[src/hw/rtl/lsbp_pkg.sv]
// ----------------------------------------------------------------------------
// LSB-first bit packer package
// Shared widths, constants and controller/datapath interface types.
// ----------------------------------------------------------------------------
package lsbp_pkg;

  localparam int unsigned CodeBits   = 32;
  localparam int unsigned LenBits    = 6;
  localparam int unsigned ByteBits   = 8;
  localparam int unsigned AccBits    = CodeBits + ByteBits;
  localparam int unsigned CntBits    = 6;
  localparam int unsigned MaxCodeLen = 32;
  localparam int unsigned InDataBits = 40;

  // Commands from the controller to the datapath
  typedef struct packed {
    logic load_code;
    logic load_flush;
    logic shift;
    logic clear;
    logic final_byte;
  } lsbp_cmd_t;

  // Status from the datapath to the controller
  typedef struct packed {
    logic more;
  } lsbp_status_t;

endpackage

[src/hw/rtl/lsbp_ctrl.sv]
// ----------------------------------------------------------------------------
// LSB-first bit packer controller
// Sequences loading of a code or flush item and the byte beats it releases.
// ----------------------------------------------------------------------------
module lsbp_ctrl import lsbp_pkg::*; (
  input  logic         clk_i,
  input  logic         rst_ni,
  input  logic         in_valid_i,
  input  logic         in_action_i,
  output logic         in_ready_o,
  input  logic         out_ready_i,
  output logic         out_valid_o,
  input  lsbp_status_t status_i,
  output lsbp_cmd_t    cmd_o
);

  typedef enum logic [1:0] {
    StIdle,
    StEmit,
    StFlush
  } state_e;

  state_e state_q, state_d;

  always_comb begin
    state_d     = state_q;
    cmd_o       = '0;
    in_ready_o  = 1'b0;
    out_valid_o = 1'b0;
    unique case (state_q)
      StIdle: begin
        in_ready_o = 1'b1;
        if (in_valid_i) begin
          if (in_action_i) begin
            cmd_o.load_flush = 1'b1;
            state_d          = StFlush;
          end else begin
            cmd_o.load_code = 1'b1;
            state_d         = StEmit;
          end
        end
      end
      StEmit: begin
        // a full byte only leaves once a further bit is behind it
        out_valid_o = status_i.more;
        if (!status_i.more) begin
          state_d = StIdle;
        end else if (out_ready_i) begin
          cmd_o.shift = 1'b1;
        end
      end
      StFlush: begin
        out_valid_o      = 1'b1;
        cmd_o.final_byte = 1'b1;
        if (out_ready_i) begin
          cmd_o.clear = 1'b1;
          state_d     = StIdle;
        end
      end
      default: state_d = StIdle;
    endcase
  end

  always_ff @(posedge clk_i or negedge rst_ni) begin
    if (!rst_ni) begin
      state_q <= StIdle;
    end else begin
      state_q <= state_d;
    end
  end

endmodule

[src/hw/rtl/lsbp_dp.sv]
// ----------------------------------------------------------------------------
// LSB-first bit packer datapath
// Bit accumulator with count; releases one byte per shift command.
// ----------------------------------------------------------------------------
module lsbp_dp import lsbp_pkg::*; (
  input  logic                clk_i,
  input  logic                rst_ni,
  input  logic [CodeBits-1:0] code_bits_i,
  input  logic [LenBits-1:0]  code_len_i,
  input  lsbp_cmd_t           cmd_i,
  output lsbp_status_t        status_o,
  output logic [ByteBits-1:0] out_byte_o,
  output logic                last_o
);

  logic [AccBits-1:0]  acc_q, acc_d;
  logic [CntBits-1:0]  cnt_q, cnt_d;
  logic [LenBits-1:0]  len_clamped;
  logic [CodeBits-1:0] code_mask;
  logic [AccBits-1:0]  code_ext;
  logic [3:0]          flush_sh;
  logic [ByteBits-1:0] flush_byte;

  assign len_clamped = (code_len_i > LenBits'(MaxCodeLen)) ? LenBits'(MaxCodeLen) : code_len_i;
  assign code_mask   = (len_clamped == '0) ? '0
                     : ({CodeBits{1'b1}} >> (LenBits'(CodeBits) - len_clamped));
  assign code_ext    = {{ByteBits{1'b0}}, code_bits_i & code_mask} << cnt_q[3:0];

  // leftover bits move to the top of the final byte
  assign flush_sh    = 4'd8 - cnt_q[3:0];
  assign flush_byte  = (cnt_q == '0) ? '0 : (acc_q[ByteBits-1:0] << flush_sh);

  always_comb begin
    acc_d = acc_q;
    cnt_d = cnt_q;
    if (cmd_i.load_code) begin
      acc_d = acc_q | code_ext;
      cnt_d = cnt_q + len_clamped;
    end else if (cmd_i.load_flush) begin
      acc_d = {{CodeBits{1'b0}}, flush_byte};
      cnt_d = '0;
    end else if (cmd_i.shift) begin
      acc_d = acc_q >> ByteBits;
      cnt_d = cnt_q - CntBits'(ByteBits);
    end else if (cmd_i.clear) begin
      acc_d = '0;
      cnt_d = '0;
    end
  end

  assign status_o.more = (cnt_q > CntBits'(ByteBits));
  assign out_byte_o    = acc_q[ByteBits-1:0];
  assign last_o        = cmd_i.final_byte || (cnt_q <= CntBits'(2 * ByteBits));

  always_ff @(posedge clk_i or negedge rst_ni) begin
    if (!rst_ni) begin
      acc_q <= '0;
      cnt_q <= '0;
    end else begin
      acc_q <= acc_d;
      cnt_q <= cnt_d;
    end
  end

endmodule

[src/hw/rtl/lsb_first_bit_packer_unit.sv]
// ----------------------------------------------------------------------------
// LSB-first bit packer
// Packs variable-length prefix codes into bytes, earliest bit in bit 0.
// ----------------------------------------------------------------------------
// Items are taken one at a time: a new item is not accepted until the last
// one's bytes are out. A code beat is loaded, then releases 0 to 4 bytes, each
// held for as long as the sink stalls, then closes; a flush beat is loaded and
// releases one byte, held for any stall on it. Bytes leave through the single
// byte lane out of the 40-bit accumulator. A full byte is held until a further
// bit arrives; tlast marks the final byte of each item.
module lsb_first_bit_packer_unit import lsbp_pkg::*; (
  input  logic                  clk_i,
  input  logic                  rst_ni,
  input  logic                  s_axis_tvalid,
  output logic                  s_axis_tready,
  input  logic [InDataBits-1:0] s_axis_tdata,  // code_bits[31:0], code_len[37:32], zero pad
  input  logic                  s_axis_tuser,  // action (0 code, 1 flush)
  output logic                  m_axis_tvalid,
  input  logic                  m_axis_tready,
  output logic [ByteBits-1:0]   m_axis_tdata,  // out_byte[7:0]
  output logic                  m_axis_tlast
);

  lsbp_cmd_t    cmd;
  lsbp_status_t status;

  lsbp_ctrl u_ctrl (
    .clk_i       (clk_i),
    .rst_ni      (rst_ni),
    .in_valid_i  (s_axis_tvalid),
    .in_action_i (s_axis_tuser),
    .in_ready_o  (s_axis_tready),
    .out_ready_i (m_axis_tready),
    .out_valid_o (m_axis_tvalid),
    .status_i    (status),
    .cmd_o       (cmd)
  );

  lsbp_dp u_dp (
    .clk_i       (clk_i),
    .rst_ni      (rst_ni),
    .code_bits_i (s_axis_tdata[CodeBits-1:0]),
    .code_len_i  (s_axis_tdata[CodeBits+LenBits-1:CodeBits]),
    .cmd_i       (cmd),
    .status_o    (status),
    .out_byte_o  (m_axis_tdata),
    .last_o      (m_axis_tlast)
  );

endmodule

[config.mk]
export PLATFORM = sky130hd
export DESIGN_NAME = lsb_first_bit_packer_unit
export DESIGN_NICKNAME = d
export VERILOG_FILES = /design/src/hw/rtl/lsbp_pkg.sv /design/src/hw/rtl/lsbp_ctrl.sv /design/src/hw/rtl/lsbp_dp.sv /design/src/hw/rtl/lsb_first_bit_packer_unit.sv
export SDC_FILE = /design/constraint.sdc
export NUM_CORES = 1
export LEC_CHECK = 0
export ABC_AREA = 1
export BUFFER_PORTS_ARGS = -buffer_cell sky130_fd_sc_hd__buf_2
export CAP_MARGIN = 0
export CORE_UTILIZATION = 50
export DETAILED_ROUTE_END_ITERATION = 7
export PLACE_DENSITY = 0.75
export SLEW_MARGIN = 10
export SYNTH_ARGS = -nofsm -noshare
export SYNTH_HDL_FRONTEND = slang
export SYNTH_HIERARCHICAL = 1
export SYNTH_SLANG_ARGS = --single-unit
[constraint.sdc]
create_clock -name clk_i -period 3.13 [get_ports clk_i]
set_input_delay 0.1565 -clock clk_i [delete_from_list [all_inputs] [get_ports clk_i]]
set_output_delay 0.1565 -clock clk_i [all_outputs]
set_load 0.01 [all_outputs]
==> results.toml <==
[floorplan]
rows = 37
die_w_um = 105
core_sq_um = 10300
num_io_pins = 56
start_util_pct = 51.4
die-area_sq_um = 11000
chipHeight_um = 105

[place]
dp_slack_ns = 0.285
numPortBuffers = 53
dp.cells = 1037
hpwl_mm = 11.7
globalplace.congestion = 0.939

[worst_hold_path]
hp-start = "s_axis_tuser"
hold_depth = 4
hold_path_class = "in2reg"

[worst_setup_path]
crit_top_cell = "nand3_1"
path_max_fanout = 13
max_stage_delay_ns = 0.39
crit_chain = "buf_2, nor2_4, nand3_1, nand2_2, inv_1, nor2_1, inv_1, ha_1, nand3_1, nand2_2, a21oi_4, nand4_1, nand2_1, nand3_1, nand3_1, nand3_1, nand3_1, nand2_1, nand3_1"
setup.worst_path.class = "in2reg"
rr_worst_depth = 10
r2r-start = "u_dp/cnt_q[5]"
crit_required_ns = 3.39
crit_path_start = "s_axis_tdata[32]"
worst_path_max_delay_cell = "a21oi_4"
cp_num_buf_inv = 3
crit_path_end_kind = "flip-flop"
cp.depth = 19
critPathArrivalTime_ns = 2.84
cp_top_family = "simple AND/OR/NAND/NOR gates"
start_kind = "input pin"

[yosys]
postSynthAreaPerCell_sq_um = 5.98
synthFlopType = "dfrtp_1"
synthArstFlopShare_pct = 100
synthAdderAreaFrac_pct = 3.45
synth.most_common_cell = "nand2_1"
yosys_warnings = 6
synth-seq-area-share_pct = 22.7
muxShareOfSynthArea_pct = 0
synth-compound-area-share_pct = 7.74
synthTopCellsByCount = "254 x nand2_1, 243 x nand3_1, 81 x inv_1, 48 x dfrtp_1, 48 x nor2_1"
yosys.area.top_type = "nand3_1"
synth_cells = 886
synthXorXnorAreaFrac_pct = 0.826
synth_area_leaders = "nand3_1 23%, dfrtp_1 23%, nand2_1 18%"
synth_top_area_share_pct = 22.9
synth_top_family_by_area = "simple AND/OR/NAND/NOR gates"
syn-cell-area_sq_um = 5300
synth-seq-cells = 48
synth_cell_types = 44
synth_edf_count = 0
syn_nets = 945
synthSimpleGateAreaFrac_pct = 53.0

[global_routing]
antenna_found_initial = 0
grt-ovfl-total = 0
track_usage_pct = 29.3
grt_max_degree = 45
grt_pass1_vias = 5568
grt_pass1_wl_mm = 26.0

[status]
outcome = "finished, final reports clean"

[final_layout]
synthToLayoutAreaGrowth_pct = 7.13
fin_util_pct = 55.0
multi_input_area_sq_um = 3470
antenna_cells = 0
drive_gt1_share_pct = 14.0
register_area_sq_um = 1200
final_nets = 968
fill_cells = 1105
layout.cells.non_filler = 1045

[sta]
tightest_slew_ns = 0.846
grt_setup_unrepaired = "false"
slew_headroom_pct = 43.6
period_needed_ns = 2.59
slew_violations = 0
hold_viol = 0
fmax_ghz = 0.387
finalCritPeriodShare_pct = 82.6
tns_ns = 0
setup_violations = 0
finalClockSkew_ns = 0.00417
setup_ws_ns = 0.544

[power_and_ir_drop]
peakVddDrop_v = 0.000487
cellPowerDensity_nw_per_um2 = 836
total_leakage_power_uw = 0.00295

[drt]
antenna_left = 0
post_drt_wl_per_cell_um = 14.9
vias_per_cell = 5.73
drcViolationCount = 0
drt_iter0_markers = 531
dr_total_vias = 5988
wl_mm = 15.5
dr.pass1.iters = 5

[flow_run]
max_cap_viol_count = 0

[clock_tree]
clock-sinks = 48
cts_buffer_depth = 2
cts-root-buf = "clkbuf_8"
cts_tree = "done"
cts_resized = 0
cts.htree.levels = 2
worstSkewPairLatency_ns = 0.31
cts-buffers-inserted = 5
cts.clk_slew.worst_paths_ns = 0.09
## placed cells by master, fill, tap and decap left out, drive strengths merged, types with 2 or more instances in the layout
master     n
clkbuf     5
inv       90
nand3b     2
nand3    250
clkinv     4
nor2      57
a22oi      3
buf       71
a31oi      9
a21oi     10
o211ai     7
o2111ai    2
nand2    268
ha        13
dfrtp     48
nand4     25
o21ai     23
xnor2      4
nor3       5
## worst reg2reg max path: cells and delay by family, from the launching register on
kind	cells	cell delay, ns
simple gates	4	1.00
buf+inv	3	0.50
flops	1	0.47
compound gates	3	0.46
## sequential cells by signal (all words and copies together), names as in the netlist
signal,cells
u_ctrl/state_q,2
u_dp/cnt_q,6
u_dp/acc_q,40
## power breakdown
part	internal, uW	switching [uW]	leakage (uW)	total (uW)
logic	1100	2190	0.00227	3300
registers	866	209	0.000642	1080
clock network	152	224	0.0000400	375
total	2120	2620	0.00295	4750
## layer usage
layer  GRT usage, %  part of all wire (%)
met5              0                     0
met4           9.36                   2.6
met3           3.43                   4.9
met2           47.8                    46
met1           40.2                    47
## final cells by class
| class | instances | share of cell area, % |
|---|---|---|
| clock inverters | 2 | 0.220 |
| repair buffers | 72 | 7.22 |
| clock buffers | 5 | 1.21 |
| well taps | 136 | 3.00 |
| inverters | 93 | 6.15 |
| multi-input cells | 689 | 61.1 |
| flip-flops and latches | 48 | 21.1 |
## path summary, 6_finish.rpt
check	end	slack (ns)
max in group asynchronous	u_dp/acc_q[3]	1.96
min reg2reg	u_dp/acc_q[29]	0.50
min in group asynchronous	u_dp/cnt_q[2]	0.48
min	u_ctrl/state_q[0]	0.14
max reg2reg	u_dp/acc_q[33]	0.55
max	u_dp/acc_q[28]	0.54
## metrics by stage
| stage | total power (uW) | cell area (sq um) | hold WS, ns |
|---|---|---|---|
| final | 4750 | 5680 | 0.143 |
| after global routing | 5210 | 5680 | 0.166 |
| after CTS | 4720 | 5680 | 0.141 |
| after detailed placement | 4330 | 5590 | 0.309 |
| after global placement | 4300 | 5590 | 0.312 |
| after floorplan | 3560 | 5300 | -0.139 |
## repair_timing
item | 4_1_cts | 5_1_grt
hold endpoints to repair | 35 | 0
hold buffers | 1 | 0
buffers inserted | 0 | 0
## logic make-up after synthesis
kind of cell    count (synthesis)
simple gates                  608
compound gates                 62
xor+xnor                        5
fa+ha+maj                      14
buf+inv                       149
flops                          48
Power figures use the tool's default switching activity.
